### config.mk
export PLATFORM = sky130hd
export DESIGN_NAME = fir_cell
export DESIGN_NICKNAME = d
export VERILOG_FILES = /design/src/rtl/core/fir_filter_streaming_assert.svh /design/src/rtl/core/fir_pkg.sv /design/src/rtl/core/fir_cell.sv
export SDC_FILE = /design/constraint.sdc
export NUM_CORES = 1
export LEC_CHECK = 0
export BUFFER_PORTS_ARGS = -buffer_cell sky130_fd_sc_hd__buf_2
export CAP_MARGIN = 30
export CORE_ASPECT_RATIO = 0.8
export CORE_MARGIN = 4
export CORE_UTILIZATION = 60
export CTS_CLUSTER_SIZE = 16
export DETAILED_ROUTE_END_ITERATION = 12
export GPL_TIMING_DRIVEN = 0
export PLACE_DENSITY = 0.81
export SKIP_CTS_REPAIR_TIMING = 1
export SLEW_MARGIN = 0
export SYNTH_ARGS = -nofsm -noshare
export SYNTH_HDL_FRONTEND = slang
export SYNTH_SLANG_ARGS = --single-unit
### constraint.sdc
create_clock -name clk -period 12.3 [get_ports clk]
set_input_delay 2.46 -clock clk [delete_from_list [all_inputs] [get_ports clk]]
set_output_delay 2.46 -clock clk [all_outputs]
set_load 0.02 [all_outputs]
### src/rtl/core/fir_filter_streaming_assert.svh
// ----------------------------------------------------------------------------
// fir_filter_streaming_assert.svh
// Assertion macros for the FIR filter RTL. Clocked on clk and
// disabled while rst_n is low.
// ----------------------------------------------------------------------------
`ifndef FIR_FILTER_STREAMING_ASSERT_SVH
`define FIR_FILTER_STREAMING_ASSERT_SVH

// Consequent must hold in the same cycle as the antecedent.
`define FIR_ASSERT_SAME(lbl, ante, cons, msg) \
  lbl: assert property (@(posedge clk) disable iff (!rst_n) (ante) |-> (cons)) \
    else $error(msg);

// Consequent must hold in the cycle after the antecedent.
`define FIR_ASSERT_NEXT(lbl, ante, cons, msg) \
  lbl: assert property (@(posedge clk) disable iff (!rst_n) (ante) |=> (cons)) \
    else $error(msg);

`endif

### src/rtl/core/fir_pkg.sv
// ----------------------------------------------------------------------------
// fir_pkg
// Widths, reset constants and shared types of the streaming FIR filter.
// ----------------------------------------------------------------------------
package fir_pkg;

  localparam int SAMPLE_W  = 16;
  localparam int COEF_W    = 16;
  localparam int PROD_W    = SAMPLE_W + COEF_W;
  localparam int FRAC_W    = 15;
  localparam int CFG_IDX_W = 8;

  localparam logic signed [COEF_W-1:0] COEF_UNITY = 16'sh7FFF;
  localparam logic signed [COEF_W-1:0] COEF_ZERO  = 16'sh0000;

  // Per-beat side information carried alongside the product into the output stage
  typedef struct packed {
    logic                       filt;
    logic signed [SAMPLE_W-1:0] pass;
  } fir_item_t;

endpackage

### src/rtl/core/fir_cell.sv
// ----------------------------------------------------------------------------
// fir_cell
// One tap of the transposed chain: holds one history sample and one partial
// sum, and hands both to its lower neighbour on every shift.
// ----------------------------------------------------------------------------
module fir_cell #(
  parameter int ACC_W = 35
) (
  input  logic                                 clk,
  input  logic                                 rst_n,
  input  logic                                 shift_en,
  input  logic                                 clr,
  input  logic signed [fir_pkg::COEF_W-1:0]    coef,
  input  logic signed [fir_pkg::SAMPLE_W-1:0]  x_feed,
  input  logic signed [fir_pkg::SAMPLE_W-1:0]  hist_in,
  input  logic signed [ACC_W-1:0]              sum_in,
  output logic signed [fir_pkg::SAMPLE_W-1:0]  hist_out,
  output logic signed [ACC_W-1:0]              sum_out
);
  import fir_pkg::*;

  logic signed [SAMPLE_W-1:0] hist_r;
  logic signed [ACC_W-1:0]    sum_r;
  logic signed [ACC_W-1:0]    sum_nxt;
  logic signed [PROD_W-1:0]   prod;

  assign prod    = coef * x_feed;
  assign sum_nxt = sum_in + {{(ACC_W-PROD_W){prod[PROD_W-1]}}, prod};

  always_ff @(posedge clk) begin
    if (!rst_n) begin
      hist_r <= '0;
      sum_r  <= '0;
    end else begin
      if (shift_en) begin
        hist_r <= hist_in;
      end
      // clear wins: a coefficient write restarts the sums from zero
      if (clr) begin
        sum_r <= '0;
      end else if (shift_en) begin
        sum_r <= sum_nxt;
      end
    end
  end

  assign hist_out = hist_r;
  assign sum_out  = sum_r;

endmodule

==> reports/results.ini <==
[timing]
drv_slew=0
setup_viol=0
skew_ns=0
period_needed_ns=10.84
worst_pin_slew_ns=0.794
final-hold-violation-count=0
fmax_mhz=92.2
slew_headroom=0.471
rsz0062_at_grt=false
setup_tns_ns=0
fin_crit_sh=0.882

[placed_design]
postPlaceCellArea_um2=14200
dp_hpwl_um=28500
io_buffers=136
globalplace.congestion=0.957
placed_cells=1888

[clocking]
cts_root_buf=clkbuf_16
cts_buffer_depth=2
path_clk_slew_ns=0.07
clock_latency_ns=0.29
cts_tree=built
cts_max_level=2
clkSinkCount=51
numCtsBuffers=5

[synthesis]
synth_area_um2=13200
mappedNetlistNets=1946
synthFlopType=dfxtp_1
avgSynthCellArea_um2=8.95
async_reset_ff_frac=0
yosys.cell_types.count=55
ys_ff_latch=51
syn_inst=1477
ys_seq_area_frac=0.0772
ys_warn_count=0
synth-edff-count=0

[die]
die_area_um2=24500
ios=138
dieWidth_um=174
coreArea_um2=21600
rows=48
die_h_um=141
initial_core_util=0.611

[grt]
grt_start_max_net_pins=17
grt_pass1_vias=11100
grt_pass1_wl_um=53800
antenna_found_initial=1
track_usage=0.271
grt_overflow=0

[worst_setup_path]
reg2reg_from=sum_out[16]$_SDFFE_PP0P_
crit_arrival_ns=11.03
rr_endpoint=sum_out[16]$_SDFFE_PP0P_
cp-startpoint=coef[9]
crit_path_end=sum_out[33]$_SDFFE_PP0P_
end_kind=register
critical_path_class=in -> reg
crit_path_max_fanout=10
crit_top_cell=fa_1
slowest_stage=clkbuf_1
cpPeakStageDelay_ns=0.55
r2r_cells=2
rrSetupSlack_ns=11.56
cp-start-kind=primary input
cp.required_ns=12.49

[route]
route.detailed.drc=0
drt_iter0_drc=680
avgRoutedWirePerCell_um=17.2
ant_nets=0
drtPass1Iterations=5
vias_per_cell=5.55
postRouteWirelength_um=32600
vias=10500

[cells_and_area]
n_fill_cell=1790
multi_input_area_um2=10900
seqCellArea_um2=1020
area_growth_pct=9.05
drive_gt1_frac=0.0975
postLayoutCellArea_um2=14400
finalNonFillerCells=1897
fin_nets=2089

[flow_run]
max-cap-violations=0

[worst_hold_path]
hp-class=reg -> reg

[outcome]
status=finished clean

[final cells by class]
| cell class | count | share of cell area |
|---|---|---|
| Timing Repair Buffer | 136 | 0.0472 |
| Multi-Input combinational cell | 1079 | 0.756 |
| Clock inverter | 3 | 0.00304 |
| Inverter | 301 | 0.0784 |
| Tap cell | 275 | 0.0239 |
| Clock buffer | 5 | 0.00868 |
| Buffer | 46 | 0.0121 |
| Antenna cell | 1 | 0.000174 |
| Sequential cell | 51 | 0.0708 |
[logic make-up (layout without fill, tap and decap cells)]
family,after synthesis,count (layout),share of synthesized area
xor+xnor,61,61,0.0415
compound gates,177,177,0.0875
fa+ha+maj,382,382,0.511
flops,51,51,0.0772
simple gates,424,424,0.158
buf+inv,347,491,0.0986
mux,35,35,0.0265
other cells,0,1,0
[state kept, by name, indices dropped and copies added, names as in the netlist]
register,count
hist_out,16
sum_out,35
[worst min-delay path by stage]
stage | start | end | slack, ns | depth (start not counted)
finish | sum_out[22]$_SDFFE_PP0P_ | sum_out[22]$_SDFFE_PP0P_ | 0.47 | 2
global route | sum_out[22]$_SDFFE_PP0P_ | sum_out[22]$_SDFFE_PP0P_ | 0.50 | 2
CTS | sum_out[22]$_SDFFE_PP0P_ | sum_out[22]$_SDFFE_PP0P_ | 0.46 | 2
detailed placement | sum_out[22]$_SDFFE_PP0P_ | sum_out[22]$_SDFFE_PP0P_ | 0.45 | 2
global placement | sum_out[22]$_SDFFE_PP0P_ | sum_out[22]$_SDFFE_PP0P_ | 0.45 | 2
floorplan | sum_out[26]$_SDFFE_PP0P_ | sum_out[26]$_SDFFE_PP0P_ | 0.54 | 2
[cell usage in the layout (no fill, tap or decap), drive strengths merged, types with 7 or more instances in the layout]
| master | count |
|---|---|
| xnor2 | 47 |
| o21bai | 7 |
| o21ai | 32 |
| dfxtp | 51 |
| and2 | 122 |
| mux2i | 35 |
| a21o | 23 |
| ha | 119 |
| buf | 141 |
| nand2 | 145 |
| nand3 | 15 |
| inv | 301 |
| nand2b | 16 |
| a21oi | 64 |
| xor2 | 13 |
| nor2 | 78 |
| o21a | 11 |
| clkbuf | 46 |
| fa | 263 |
| nor2b | 26 |
| nor3 | 11 |
[worst max-delay path: cells and delay by family]
family	cells	cell delay [ns]
muxes	1	0.24
AOI/OAI and AO/OA	10	2.60
buffers and inverters	6	1.10
adders and majority gates	8	3.45
and+or+nand+nor	6	1.17
[synth_stat cells (all sizes together), types with 4 or more instances]
cell / number / area share
inv: 301 / 0.085
fa: 263 / 0.40
nand2: 145 / 0.041
and2: 122 / 0.058
ha: 119 / 0.11
nor2: 78 / 0.023
a21oi: 64 / 0.025
dfxtp: 51 / 0.077
xnor2: 47 / 0.031
clkbuf: 41 / 0.012
mux2i: 35 / 0.027
o21ai: 32 / 0.012
nor2b: 26 / 0.012
a21o: 23 / 0.013
nand2b: 16 / 0.0076
nand3: 15 / 0.0057
xor2: 13 / 0.0086
nor3: 11 / 0.0045
o21a: 11 / 0.0062
o21bai: 7 / 0.0040
a211oi: 6 / 0.0034
a31oi: 6 / 0.0040
buf: 5 / 0.0015
o31ai: 4 / 0.0026
[routing by layer]
| layer | up-vias | global-route usage | share of wire |
|---|---|---|---|
| met2 | 377 | 0.469 | 0.50 |
| met1 | 5268 | 0.357 | 0.40 |
| li1 | 4825 | - | - |
| met5 | - | 0 | 0 |
| met4 | 0 | 0.0537 | 0.020 |
| met3 | 58 | 0.0582 | 0.082 |
[metrics by stage]
| stage | setup slack, ns | utilization | hold slack, ns |
|---|---|---|---|
| 3_3_place_gp | 1.41 | 0.659 | 0.448 |
| 3_5_place_dp | 1.30 | 0.659 | 0.453 |
| 4_1_cts | 1.56 | 0.667 | 0.463 |
| 2_1_floorplan | 2.57 | - | 0.541 |
| 5_1_grt | 0.944 | 0.667 | 0.505 |
| 6_report | 1.46 | 0.667 | 0.472 |
Power is not shown: default switching activity piles up to over one toggle a cycle in this logic, so the estimate is an artifact.
