File: config.mk
export PLATFORM = sky130hd
export DESIGN_NAME = fir_out
export DESIGN_NICKNAME = d
export VERILOG_FILES = /design/src/rtl/core/fir_filter_streaming_assert.svh /design/src/rtl/core/fir_pkg.sv /design/src/rtl/core/fir_out.sv
export SDC_FILE = /design/constraint.sdc
export NUM_CORES = 1
export LEC_CHECK = 0
export BUFFER_PORTS_ARGS = -buffer_cell sky130_fd_sc_hd__buf_2
export CORE_MARGIN = 1.5
export CORE_UTILIZATION = 58
export CTS_BUF_LIST = sky130_fd_sc_hd__clkbuf_4
export CTS_CLUSTER_DIAMETER = 200
export CTS_CLUSTER_SIZE = 30
export DETAILED_ROUTE_END_ITERATION = 8
export HOLD_SLACK_MARGIN = 0.02
export PLACE_DENSITY = 0.8
export RECOVER_POWER = 50
export SLEW_MARGIN = 15
export SYNTH_ARGS = -nofsm -noshare
export SYNTH_HDL_FRONTEND = slang
export SYNTH_SLANG_ARGS = --single-unit
File: constraint.sdc
create_clock -name clk -period 6.91 [get_ports clk]
set_input_delay 1.0365 -clock clk [delete_from_list [all_inputs] [get_ports clk]]
set_output_delay 1.0365 -clock clk [all_outputs]
set_load 0.02 [all_outputs]
File: src/rtl/core/fir_filter_streaming_assert.svh
// ----------------------------------------------------------------------------
// fir_filter_streaming_assert.svh
// Assertion macros for the FIR filter RTL. Clocked on clk and
// disabled while rst_n is low.
// ----------------------------------------------------------------------------
`ifndef FIR_FILTER_STREAMING_ASSERT_SVH
`define FIR_FILTER_STREAMING_ASSERT_SVH

// Consequent must hold in the same cycle as the antecedent.
`define FIR_ASSERT_SAME(lbl, ante, cons, msg) \
  lbl: assert property (@(posedge clk) disable iff (!rst_n) (ante) |-> (cons)) \
    else $error(msg);

// Consequent must hold in the cycle after the antecedent.
`define FIR_ASSERT_NEXT(lbl, ante, cons, msg) \
  lbl: assert property (@(posedge clk) disable iff (!rst_n) (ante) |=> (cons)) \
    else $error(msg);

`endif

File: src/rtl/core/fir_pkg.sv
// ----------------------------------------------------------------------------
// fir_pkg
// Widths, reset constants and shared types of the streaming FIR filter.
// ----------------------------------------------------------------------------
package fir_pkg;

  localparam int SAMPLE_W  = 16;
  localparam int COEF_W    = 16;
  localparam int PROD_W    = SAMPLE_W + COEF_W;
  localparam int FRAC_W    = 15;
  localparam int CFG_IDX_W = 8;

  localparam logic signed [COEF_W-1:0] COEF_UNITY = 16'sh7FFF;
  localparam logic signed [COEF_W-1:0] COEF_ZERO  = 16'sh0000;

  // Per-beat side information carried alongside the product into the output stage
  typedef struct packed {
    logic                       filt;
    logic signed [SAMPLE_W-1:0] pass;
  } fir_item_t;

endpackage

File: src/rtl/core/fir_out.sv
// ----------------------------------------------------------------------------
// fir_out
// Output pipe: registers the newest-tap product with the chain's partial sum, then
// adds, rounds and saturates into the output register, or takes the raw sample on pass-through beats.
// ----------------------------------------------------------------------------
module fir_out #(
  parameter int ACC_W = 35
) (
  input  logic                                 clk,
  input  logic                                 rst_n,
  input  logic                                 in_fire,
  input  fir_pkg::fir_item_t                   item,
  input  logic signed [fir_pkg::COEF_W-1:0]    coef,
  input  logic signed [fir_pkg::SAMPLE_W-1:0]  x,
  input  logic signed [ACC_W-1:0]              psum,
  output logic                                 up_ready,
  output logic                                 out_tvalid,
  input  logic                                 out_tready,
  output logic [15:0]                          out_tdata,  // [15:0] sample_out
  output logic [0:0]                           out_tuser   // [0] filtered
);
  import fir_pkg::*;

  localparam int Q_W = ACC_W - FRAC_W;
  localparam logic signed [Q_W-1:0]   Q_MAX      = Q_W'(32767);
  localparam logic signed [Q_W-1:0]   Q_MIN      = Q_W'(-32768);
  localparam logic signed [ACC_W-1:0] ROUND_BIAS = ACC_W'(1) <<< (FRAC_W - 1);

  logic                       a_valid_r;
  logic signed [PROD_W-1:0]   a_prod_r;
  logic signed [ACC_W-1:0]    a_sum_r;
  fir_item_t                  a_item_r;

  logic                       out_valid_r;
  logic signed [SAMPLE_W-1:0] out_data_r;
  logic                       out_filt_r;

  logic                       b_adv;
  logic signed [ACC_W-1:0]    acc;
  logic signed [Q_W-1:0]      q;
  logic signed [SAMPLE_W-1:0] sat;
  logic signed [SAMPLE_W-1:0] out_data_nxt;

  assign b_adv    = !out_valid_r || out_tready;
  assign up_ready = !a_valid_r || b_adv;

  // round to nearest, ties up: add half an LSB then floor
  assign acc = a_sum_r + {{(ACC_W-PROD_W){a_prod_r[PROD_W-1]}}, a_prod_r} + ROUND_BIAS;
  assign q   = acc[ACC_W-1:FRAC_W];

  always_comb begin
    if (q > Q_MAX) begin
      sat = 16'sh7FFF;
    end else if (q < Q_MIN) begin
      sat = 16'sh8000;
    end else begin
      sat = q[SAMPLE_W-1:0];
    end
    out_data_nxt = a_item_r.filt ? sat : a_item_r.pass;
  end

  always_ff @(posedge clk) begin
    if (!rst_n) begin
      a_valid_r   <= 1'b0;
      out_valid_r <= 1'b0;
    end else begin
      if (up_ready) begin
        a_valid_r <= in_fire;
      end
      if (b_adv) begin
        out_valid_r <= a_valid_r;
      end
    end
  end

  always_ff @(posedge clk) begin
    if (in_fire) begin
      a_prod_r <= coef * x;
      a_sum_r  <= psum;
      a_item_r <= item;
    end
    if (b_adv && a_valid_r) begin
      out_data_r <= out_data_nxt;
      out_filt_r <= a_item_r.filt;
    end
  end

  assign out_tvalid   = out_valid_r;
  assign out_tdata    = out_data_r;
  assign out_tuser[0] = out_filt_r;

endmodule

==> flow_metrics.py <==
metrics = {
    "status": {
        "status": "finished with violations",
        "violations": "max-capacitance violations, max-slew violations",
    },
    "global_routing": {
        "grt_pass1_wl_mm": 51.0,
        "overflow": 0,
        "antenna_found_initial": 1,
        "grt_max_degree": 75,
        "track_usage": 0.244,
        "grt_pass1_vias": 10700,
    },
    "synth": {
        "synthCells": 1415,
        "synth-seq-cells": 103,
        "synth-simple-area-share": 0.118,
        "synthMuxAreaShare": 0.00336,
        "synth_top_area_share": 0.353,
        "synth_fp_nets": 1912,
        "synthAdderAreaFrac": 0.476,
        "syn-cell-area_um2": 14900,
        "synth_top_family_by_area": "adder cells",
        "synth_enable_flop_cells": 101,
        "yosysTopAreaCell": "fa_1",
        "ys_top_cells_by_area": "fa_1 (35%), edfxtp_1 (20%), ha_1 (12%)",
        "synth_xor_area_frac": 0.0341,
        "synthFlopType": "edfxtp_1",
        "ys.warnings.count": 0,
        "ys_seq_area_frac": 0.207,
        "synth_compound_area_frac": 0.0771,
        "avgSynthCellArea_um2": 10.5,
        "ys_types": 66,
        "ys_async_sr_fraction": 0,
    },
    "critical_path": {
        "worstSetupPathType": "primary input to flop",
        "critPathMostFrequentCell": "fa_1",
        "path_depth": 19,
        "critPathSlowestCell": "fa_1",
        "critPathTopFamily": "adder cells",
        "critPathLaunchType": "primary input",
        "cpPeakStageDelay_ns": 0.54,
        "worstPathArrival_ns": 6.85,
        "ff2ff_path_depth": 11,
        "crit_chain": "buf_2 > and2_1 > fa_1 > inv_1 > fa_1 > fa_1 > fa_1 > inv_1 > fa_1 > fa_1 > ha_1 > and3_1 > a2111o_1 > o22a_1 > a221o_1 > o211a_1 > nor3_2 > nor3_1 > or3_1",
        "worstSetupEndpointType": "flop",
        "critPathBufInv": 3,
        "crit_fanout": 6,
        "cp.required_ns": 7.14,
    },
    "drt": {
        "routed_wl_mm": 30.6,
        "drc": 0,
        "post_drt_wl_per_cell_um": 16.1,
        "dr.pass1.iters": 8,
        "via_per_inst": 5.31,
        "ant_nets": 0,
        "via_count": 10100,
        "drt_iter0_markers": 809,
    },
    "cells_and_area": {
        "fill_cells": 1958,
        "fin_nets": 2061,
        "syn2layout_area_growth_pct": 10.3,
        "drive_gt1_frac": 0.135,
        "regArea_um2": 3070,
        "multiInputGateArea_um2": 10500,
        "fin_area_um2": 16400,
    },
    "sta": {
        "final.setup_skew_ns": 0.0205,
        "hold_violations": 0,
        "drv_slew": 75,
        "finalCriticalPeriod_ns": 6.62,
        "period_share": 0.957,
        "setup_viol": 0,
        "fmax_ghz": 0.151,
        "rsz0062_at_grt": "false",
        "maxSlewHeadroom": -1.60,
        "tightest_slew_ns": 3.89,
        "setup-tns-final_ns": 0,
    },
    "placement": {
        "io_buffers": 106,
        "dp.final_hpwl_mm": 26.1,
        "dpl_cell_area_um2": 16300,
        "routabilityCongestion": 0.864,
    },
    "clocking": {
        "cts_tree": "built",
        "postCtsSetupBuffers": 0,
        "cts_root_buffer": "clkbuf_4",
        "cts_made_buffers": 9,
        "clock_sinks": 103,
        "clock_latency_ns": 0.46,
        "clockBufferDepth": 2,
        "holdBufCountCts": 0,
        "clkSlewWorstSetupHoldPaths_ns": 0.16,
        "htree_levels": 3,
        "ctsResizeCount": 0,
    },
    "floorplan": {
        "dieArea_um2": 26600,
        "die_w_um": 163,
        "core-area_um2": 25200,
        "die_h_um": 163,
        "start_util": 0.591,
        "pin_count": 107,
        "num_rows": 58,
    },
    "job": {
        "max_cap_violations": 1,
    },
    "worst_hold_path": {
        "hold_depth": 1,
        "hp-class": "flop to flop",
    },
}
## per-stage QoR
step | setup WS (ns) | utilization | std cells | hold slack, ns
after floorplan | 0.000348 | - | 1415 | 0.424
after global placement | -0.0953 | 0.646 | 1883 | 0.488
after detailed placement | -0.214 | 0.646 | 1883 | 0.531
after CTS | 0.349 | 0.652 | 1899 | 0.557
after global routing | 0.123 | 0.652 | 1900 | 0.605
final | 0.295 | 0.652 | 1901 | 0.557
## cells in the mapped netlist, drive strengths merged, types with 2 or more instances
cell type / n
nand4: 4
a221oi: 4
xor2: 17
and4: 2
and2: 123
o21a: 5
o211a: 2
o2111ai: 2
a31oi: 2
edfxtp: 101
a2111oi: 2
nand3: 9
a21oi: 44
o21bai: 8
ha: 147
clkbuf: 34
nand2: 138
nor2b: 10
mux2i: 5
buf: 4
o21ai: 37
and3: 5
o22a: 2
nor2: 36
a211oi: 6
fa: 262
dfxtp: 2
or3: 2
nor3: 6
a21o: 22
o211ai: 3
nand2b: 9
xnor2: 40
a41oi: 2
or2: 2
inv: 296
## flip-flops by register name, indices dropped and copies added (netlist names)
signal and flops:
a_valid_r 1, a_sum_r 35, out_tuser 1, a_item_r 17
a_prod_r 32, out_tdata 16, out_tvalid 1
## final cells by class
cell class,count,area share
Multi-Input combinational cell,978,0.642
Sequential cell,103,0.187
Inverter,296,0.0677
Timing Repair Buffer,176,0.0674
Tap cell,330,0.0252
Clock buffer,11,0.00503
Clock inverter,5,0.00488
Antenna cell,2,0.000305
## kinds of logic (layout without fill, tap and decap cells)
family	Yosys count	in the layout
other cells	0	2
compound gates	157	157
flops	103	103
fa+ha+maj	409	409
xor+xnor	57	57
buf+inv	334	488
mux	5	5
simple gates	350	350
## cell usage in the layout (no fill, tap or decap), types with 4 or more instances in the layout
cell type	n
inv_1	296
fa_1	262
ha_1	147
nand2_1	138
and2_1	123
buf_2	102
edfxtp_1	101
buf_4	63
a21oi_1	42
xnor2_1	39
nor2_1	36
o21ai_0	23
a21o_1	22
xor2_1	17
o21ai_2	12
clkbuf_4	11
nor2b_1	10
nand2b_1	9
nand3_1	9
o21bai_1	8
a211oi_1	6
clkbuf_1	6
and3_1	5
o21a_1	5
nor3_1	5
mux2i_1	5
buf_12	5
nand4_1	4
## per-layer routing
metal  track usage  part of all wire
met1         0.337              0.44
met2         0.408              0.47
met3        0.0335             0.065
met4        0.0621             0.017
met5             0                 0
## path summary, 6_finish.rpt
check | from | slack [ns] | end
setup / recovery | coef[7] | 0.29 | a_prod_r[31]
hold / removal | a_valid_r | 0.56 | out_tvalid
setup reg to reg | a_prod_r[19] | 2.53 | out_tdata[1]
hold reg to reg | a_valid_r | 0.56 | out_tvalid
Power is not shown: default switching activity piles up to over one toggle a cycle in this logic, so the estimate is an artifact.
